===== src/ktm_pkg.sv =====
// Package for the k-mer table matcher: widths, defaults, output kinds, base code.
// Depends on nothing.
package ktm_pkg;
  localparam int KEY_W = 62;
  localparam int ID_W = 10;
  localparam int KLEN_W = 5;
  localparam int NUM_W = 5;
  localparam int KIND_W = 2;
  localparam int DEF_TABLE_DEPTH = 4096;
  localparam int DEF_PROBE_LIMIT = 16;
  localparam int DEF_MATCH_DEPTH = 16;
  localparam int DEF_ID_COUNT = 1024;
  localparam logic [KLEN_W-1:0] KLEN_RESET = 5'd21;
  localparam logic [KLEN_W-1:0] KLEN_MIN = 5'd17;

  localparam logic [KIND_W-1:0] KIND_MATCH = 2'd0;
  localparam logic [KIND_W-1:0] KIND_TABLE_FULL = 2'd1;
  localparam logic [KIND_W-1:0] KIND_LIST_FULL = 2'd2;

  // 2-bit base code; bit 2 set means not a base
  function automatic logic [2:0] base_code(input logic [7:0] ch);
    logic [2:0] r;
    begin
      case (ch)
        8'h41, 8'h61: r = 3'd0;
        8'h43, 8'h63: r = 3'd1;
        8'h47, 8'h67: r = 3'd2;
        8'h54, 8'h74: r = 3'd3;
        default: r = 3'd4;
      endcase
      return r;
    end
  endfunction
endpackage


===== src/ktm_hash.sv =====
// Iterative 64-bit mixing hash: one shift-add or shift-xor step per cycle.
// Depends on ktm_pkg.
module ktm_hash (
  input  logic                      clk,
  input  logic                      rst,
  input  logic                      start,
  input  logic [ktm_pkg::KEY_W-1:0] key,
  output logic                      done,
  output logic [63:0]               hash
);
  import ktm_pkg::*;

  logic [63:0] v;
  logic [2:0]  step;
  logic        busy;
  logic [63:0] v_next;

  always_comb begin
    case (step)
      3'd0: v_next = v ^ (v >> 24);
      3'd1: v_next = v + (v << 3) + (v << 8);
      3'd2: v_next = v ^ (v >> 14);
      3'd3: v_next = v + (v << 2) + (v << 4);
      3'd4: v_next = v ^ (v >> 28);
      3'd5: v_next = v + (v << 31);
      default: v_next = v;
    endcase
  end

  always_ff @(posedge clk) begin
    done <= 1'b0;
    if (rst) begin
      busy <= 1'b0;
      step <= '0;
    end else if (start && !busy) begin
      v <= ~{2'b00, key} + ({2'b00, key} << 21);
      step <= '0;
      busy <= 1'b1;
    end else if (busy) begin
      v <= v_next;
      if (step == 3'd5) begin
        busy <= 1'b0;
        done <= 1'b1;
      end
      step <= step + 3'd1;
    end
  end

  assign hash = v;
endmodule


===== config.mk =====
export PLATFORM = sky130hd
export DESIGN_NAME = ktm_hash
export DESIGN_NICKNAME = d
export VERILOG_FILES = /design/src/ktm_pkg.sv /design/src/ktm_hash.sv
export SDC_FILE = /design/constraint.sdc
export NUM_CORES = 1
export LEC_CHECK = 0
export BUFFER_PORTS_ARGS = -buffer_cell sky130_fd_sc_hd__buf_2
export CAP_MARGIN = 20
export CELL_PAD_IN_SITES_DETAIL_PLACEMENT = 0
export CELL_PAD_IN_SITES_GLOBAL_PLACEMENT = 1
export CORE_ASPECT_RATIO = 0.9
export CORE_UTILIZATION = 48
export DETAILED_ROUTE_END_ITERATION = 10
export GPL_TIMING_DRIVEN = 0
export PLACE_DENSITY = 0.8
export SYNTH_ARGS = -nofsm -noshare
export SYNTH_HDL_FRONTEND = slang
export SYNTH_SLANG_ARGS = --single-unit

===== constraint.sdc =====
create_clock -name clk -period 5.2 [get_ports clk]
set_input_delay 1.04 -clock clk [delete_from_list [all_inputs] [get_ports clk]]
set_output_delay 1.04 -clock clk [all_outputs]
set_load 0.05 [all_outputs]

After elaboration in Yosys (flattened, before gate mapping)

Cells that the tools add are included.

Bits in registers: 69
Word-level logic and storage cells: 37
Output and inout bits: 65

Mux-type cells: 7
Reduce and logical (&&, ||, !) cells: 8
Equality and inequality tests: 5
Add/subtract/negate cells: 7
Bitwise operators: 6

Operators with widths:

| operator            | count |
|---|---|
| $add 64x64->64      | 6 |
| $pmux 64 s6         | 1 |
| $mux 64             | 2 |
| $not 62->64         | 1 |
| $xor 64x36->64      | 1 |
| $xor 64x40->64      | 1 |
| $xor 64x50->64      | 1 |
| $reduce_bool 7->1   | 1 |
| $eq 3x2->1 const B  | 2 |
| $eq 3x3->1 const B  | 2 |
| $mux 1              | 4 |
| $add 3x1->3 const B | 1 |
| $eq 3x1->1 const B  | 1 |
| $logic_not 3->1     | 1 |
| $reduce_and 3->1    | 1 |
| $reduce_or 3->1     | 1 |
| $not 1->1           | 2 |
| $reduce_bool 2->1   | 1 |
| $reduce_or 2->1     | 1 |
| $logic_and 1x1->1   | 1 |
| $logic_not 1->1     | 1 |

Logic depth before layout (Yosys ltp)

Depth in word-level cells: 5
Mapped depth: 14
Mapped depth without buffers: 14

Least setup slack after synthesis

No wires, ideal clock.

Kind: flip-flop to flip-flop
From: register v[5], in the netlist hash[5]
To: register v[60], in the netlist hash[60] (data pin)
Library setup time: 0.259 ns
Clock period less this slack: 4.084 ns
Stages on the path, launching flop included: 15
Arrival time: 3.826 ns
Path slack: 1.116 ns
Data required time: 4.941 ns
Buffers on the path: 0
Cells stage by stage: edfxtp_1 > inv_1 > fa_1 > inv_1 > ha_1 > a21o_1 > a221oi_1 > o21ba_2 > o311ai_4 > a31oi_4 > o31ai_2 > a21oi_2 > o21ai_2 > mux2i_1 > a211o_1

Longest elaborated chain between the ends: 5
Elaborated cells between the ends (all ways): 8

RTL lines:

| element                                         | line                           | source |
|---|---|---|
| from (decl)                                     | ktm_hash.sv:13                 | `logic [63:0] v;` |
| from (signal assigned)                          | ktm_hash.sv:36                 | `v <= ~{2'b00, key} + ({2'b00, key} << 21);` |
| from (signal assigned)                          | ktm_hash.sv:40                 | `v <= v_next;` |
| $add 64x64->64 (on tied branches) (2 in series) | ktm_hash.sv:23, ktm_hash.sv:21 |  |
| $pmux 64 s6 (*)                                 | ktm_hash.sv:19                 | `case (step)` |
| $mux 64 (*)                                     | ktm_hash.sv:39                 | `end else if (busy) begin` |
| $mux 64 (*)                                     | ktm_hash.sv:35                 | `end else if (start && !busy) begin` |

Mark *: on every way between the ends. The rest lies on a longest branch, timed or not. The select of a mux whose other input is x is not followed.
A chain may end at the register's enable or synchronous reset.

Worst setup path in the final report

From: register v[38], in the netlist hash[38]
To: register v[57], in the netlist hash[57] (data pin)

Same word-level chain as after synthesis.

==> out/metrics.csv <==
stage;metric;value;unit
run_status;outcome;finished, final reports clean;
logic_synthesis;number of synthesized flops with an enable pin;64;
logic_synthesis;mean area per synthesized cell;8.07;um^2
timing;setup_tns;0;ns
detailed_routing;post-route ant nets;0;
critical_path;crit path from;hash[38];
critical_path;worst path cell trace;fa_1 > ha_1 > clkbuf_1 > nand4_1 > nor2_1 > nand4_1 > a211oi_2 > nor4_2 > o31ai_2 > a31oi_1 > xnor2_1 > a221oi_1 > o22ai_1;
worst_hold_path;Hold Path Depth;3;
critical_path;critical path type;reg -> reg;
logic_synthesis;post-synthesis sequential area ratio;10.6;%
clock_network;CTS root buf;clkbuf_16;
clock_network;CTS clk-pin slew, worst paths;0.07;ns
detailed_routing;DR vias;21300;
clock_network;Num Clock Sinks;69;
detailed_routing;vias per std cell;6.79;
grt;met3 Usage GRT;13.8;%
critical_path;R2R Path End;hash[57];
grt;first-pass GRT wire length;126000;um
logic_synthesis;Synth Cell Area;19100;um^2
critical_path;critical path launch point type;register;
logic_synthesis;area leader, netlist;ha_1;
power;Sw Share;58.4;%
grt;initial antenna violation count;3;
clock_network;CTS tree;yes;
power;pwr dens;377;nW/um^2
timing;min Tclk post-route;5.12;ns
timing;Final Max Tran Viols;0;
layout;Nets;2999;
power;Logic pwr share;81.8;%
grt;largest net degree at the start of global routing;32;
detailed_routing;Post-Route WL;88000;um
layout;ant diodes;0;
grt;met2 global-route usage;58.0;%
timing;Min Hold Slack;0.672;ns
critical_path;FF-to-FF Start;hash[38];
worst_hold_path;Min-Delay Path Class;reg -> reg;
place;dpl hpwl;68600;um
floorplan;Chip Height;191;um
critical_path;Slowest-stage cell, CP;edfxtp_1;
job;max_cap viols;0;
logic_synthesis;Async SR Flop Fraction;0;%
worst_hold_path;Hold Path Sink;step[0];
critical_path;cell seen most often among critical-path stages;nand4_1;
floorplan;I/O pin total;130;
power;Pint;3.42;mW
critical_path;Worst setup EP type;register;
floorplan;core area;38800;um^2
clock_network;Worst-Skew Late Latency;0.36;ns
worst_hold_path;worst hold start;step[0];
power;Overall Power;8.23;mW
floorplan;Die X-Extent;212;um
power;Peak VDD IR;0.194;mV
clock_network;htree depth;3;
detailed_routing;DR WL/cell;28.0;um
layout;FILL cells;3733;
power;share of power burned in registers;10.4;%
critical_path;R2R setup slack;0.08;ns
critical_path;arrival time at the worst endpoint;5.20;ns
floorplan;Starting Density;49.2;%
power;Net Sw Power;4.81;mW
logic_synthesis;syn_nets;2754;
logic_synthesis;Distinct cells, synth;102;
floorplan;die area;40600;um^2
logic_synthesis;Synth Flop Type;edfxtp_1;
place;Port Buffers;129;
layout;Area growth, synth to finish;14.1;%
detailed_routing;drc violations;0;
timing;clock skew;0.0144;ns
logic_synthesis;Seq cells post-synth;69;
timing;slew at the pin with the worst max-slew slack;1.19;ns
grt;GR Overflow Total;0;
critical_path;max incr delay on CP;0.81;ns
critical_path;Crit path required time;5.27;ns
grt;GRT Max-Usage Layer;met1;
critical_path;CP top delay family;compound AO/OA/AOI/OAI gates;
grt;vias in the first global route;19500;
logic_synthesis;Area contributors post-synth;ha_1 13%, fa_1 12%, edfxtp_1 10%;
detailed_routing;DR iter-0 viols;2727;
power;Clock power frac;7.9;%
place;GPL Wtd Cong;1.06;
timing;Setup-failing EPs final;0;
detailed_routing;first-pass detailed-route iteration total;6;
critical_path;R2R cell count;13;
timing;period utilisation layout;98.5;%
clock_network;hold_buf cts;0;
critical_path;critical-path maximum fanout;9;
logic_synthesis;Syn Inst Count;2367;
power;Pleak;9.16;nW
clock_network;CTS Buf Count;9;
logic_synthesis;yosys warns;0;
timing;Max Freq;0.195;GHz
grt;grt met1 use;60.3;%
layout;layout cells sized above 1;12.7;%
timing;Fin. Hold Viols;0;
grt;total track usage;42.6;%
timing;relative slew slack;20.8;%
clock_network;clk buf depth;2;
critical_path;Worst Path Buf+Inv;1;
floorplan;FP Rows;68;
logic_synthesis;top cell type's share of synthesized area;13.4;%
==> layer usage <==
| layer | up-vias | routed length [um] |
|---|---|---|
| li1 | 9452 | - |
| met1 | 10200 | 37400 |
| met2 | 1410 | 34300 |
| met3 | 247 | 12100 |
| met4 | 4 | 4100 |
| met5 | - | 27 |
==> state kept, by name (all words and copies together) (netlist names) <==
register / flops
done: 1
hash: 64
busy: 1
step: 3
==> cells in the final DEF (no fill, tap or decap), types with 85 or more instances in the layout <==
cell type,instances
a21oi_1,294
buf_4,85
ha_1,204
a21o_1,102
xor2_1,85
buf_2,146
nand2_1,169
fa_1,118
inv_1,91
clkbuf_1,93
o21ai_0,135
nor2_1,131
xnor2_1,137
==> stage by stage <==
stage	utilization (%)	area, um^2	setup slack [ns]	std cells
finish	56.2	21800	0.0757	3142
global route	56.2	21800	-0.0102	3142
CTS	53.7	20900	0.0811	3055
detailed placement	52.6	20400	-0.322	3021
global placement	52.6	20400	-0.166	3021
floorplan	-	19100	1.12	2367
==> logic make-up after synthesis <==
group / after synthesis / synth area share, %
muxes: 10 / 0.531
adders and majority gates: 322 / 25.7
xor gates and xnor gates: 222 / 10.2
and+or+nand+nor: 544 / 14.0
buffers and inverters: 232 / 5.13
DFF: 69 / 10.6
AOI/OAI and AO/OA: 968 / 33.9
==> worst min-delay path: stages, from the launching register on <==
cell and delay (ns):
dfxtp_1 0.33, inv_1 0.13, a21oi_1 0.09, nor2_1 0.09
==> how the worst max path moves through the flow <==
stage / to / slack, ns / cells after the start
after floorplan: hash[60] / 1.12 / 14
after global placement: hash[62] / -0.17 / 12
after detailed placement: hash[57] / -0.32 / 12
after CTS: hash[62] / 0.08 / 14
after global routing: hash[57] / -0.01 / 14
final: hash[57] / 0.08 / 13
==> cells in the mapped netlist, drive strengths merged (11+ instances only) <==
cell / count
o21bai: 26
a211oi: 31
o21ai: 168
nand2: 171
nand3: 36
o221ai: 38
and3: 21
nand2b: 21
xnor2: 137
and4: 11
clkbuf: 101
o211ai: 35
buf: 39
o21a: 16
edfxtp: 64
a22oi: 22
xor2: 85
or3: 11
a21oi: 301
o31ai: 19
a21o: 103
nor2b: 17
and2: 14
nor2: 132
a31oi: 31
inv: 91
fa: 118
ha: 204
a221oi: 38
a221o: 32
nor3: 28
o22ai: 32
nand4: 47
==> layout make-up <==
cell class / instances / area, um^2 / share of cell area, %
multi-input cells: 2066 / 16100 / 74.0
flip-flops and latches: 69 / 2020 / 9.28
plain buffers: 140 / 634 / 2.91
repair buffers: 234 / 1710 / 7.83
well taps: 525 / 657 / 3.01
clock buffers: 9 / 225 / 1.03
clock inverters: 7 / 73.8 / 0.339
inverters: 92 / 345 / 1.58
==> power groups by stage <==
stage | combinational [mW] | clock, mW | sequential (mW)
global route | 7.16 | 0.657 | 0.854
floorplan | 4.13 | 0 | 1.02
finish | 6.72 | 0.648 | 0.853
global placement | 5.99 | 0 | 1.02
CTS | 6.15 | 0.638 | 0.974
detailed placement | 6.02 | 0 | 1.02
==> timing repair <==
action,CTS,global route
pin swaps,0,0
buffers inserted,18,84
setup endpoints to repair,12,13
resized for setup,1,3
No activity file was read; power rests on OpenSTA's default activity.
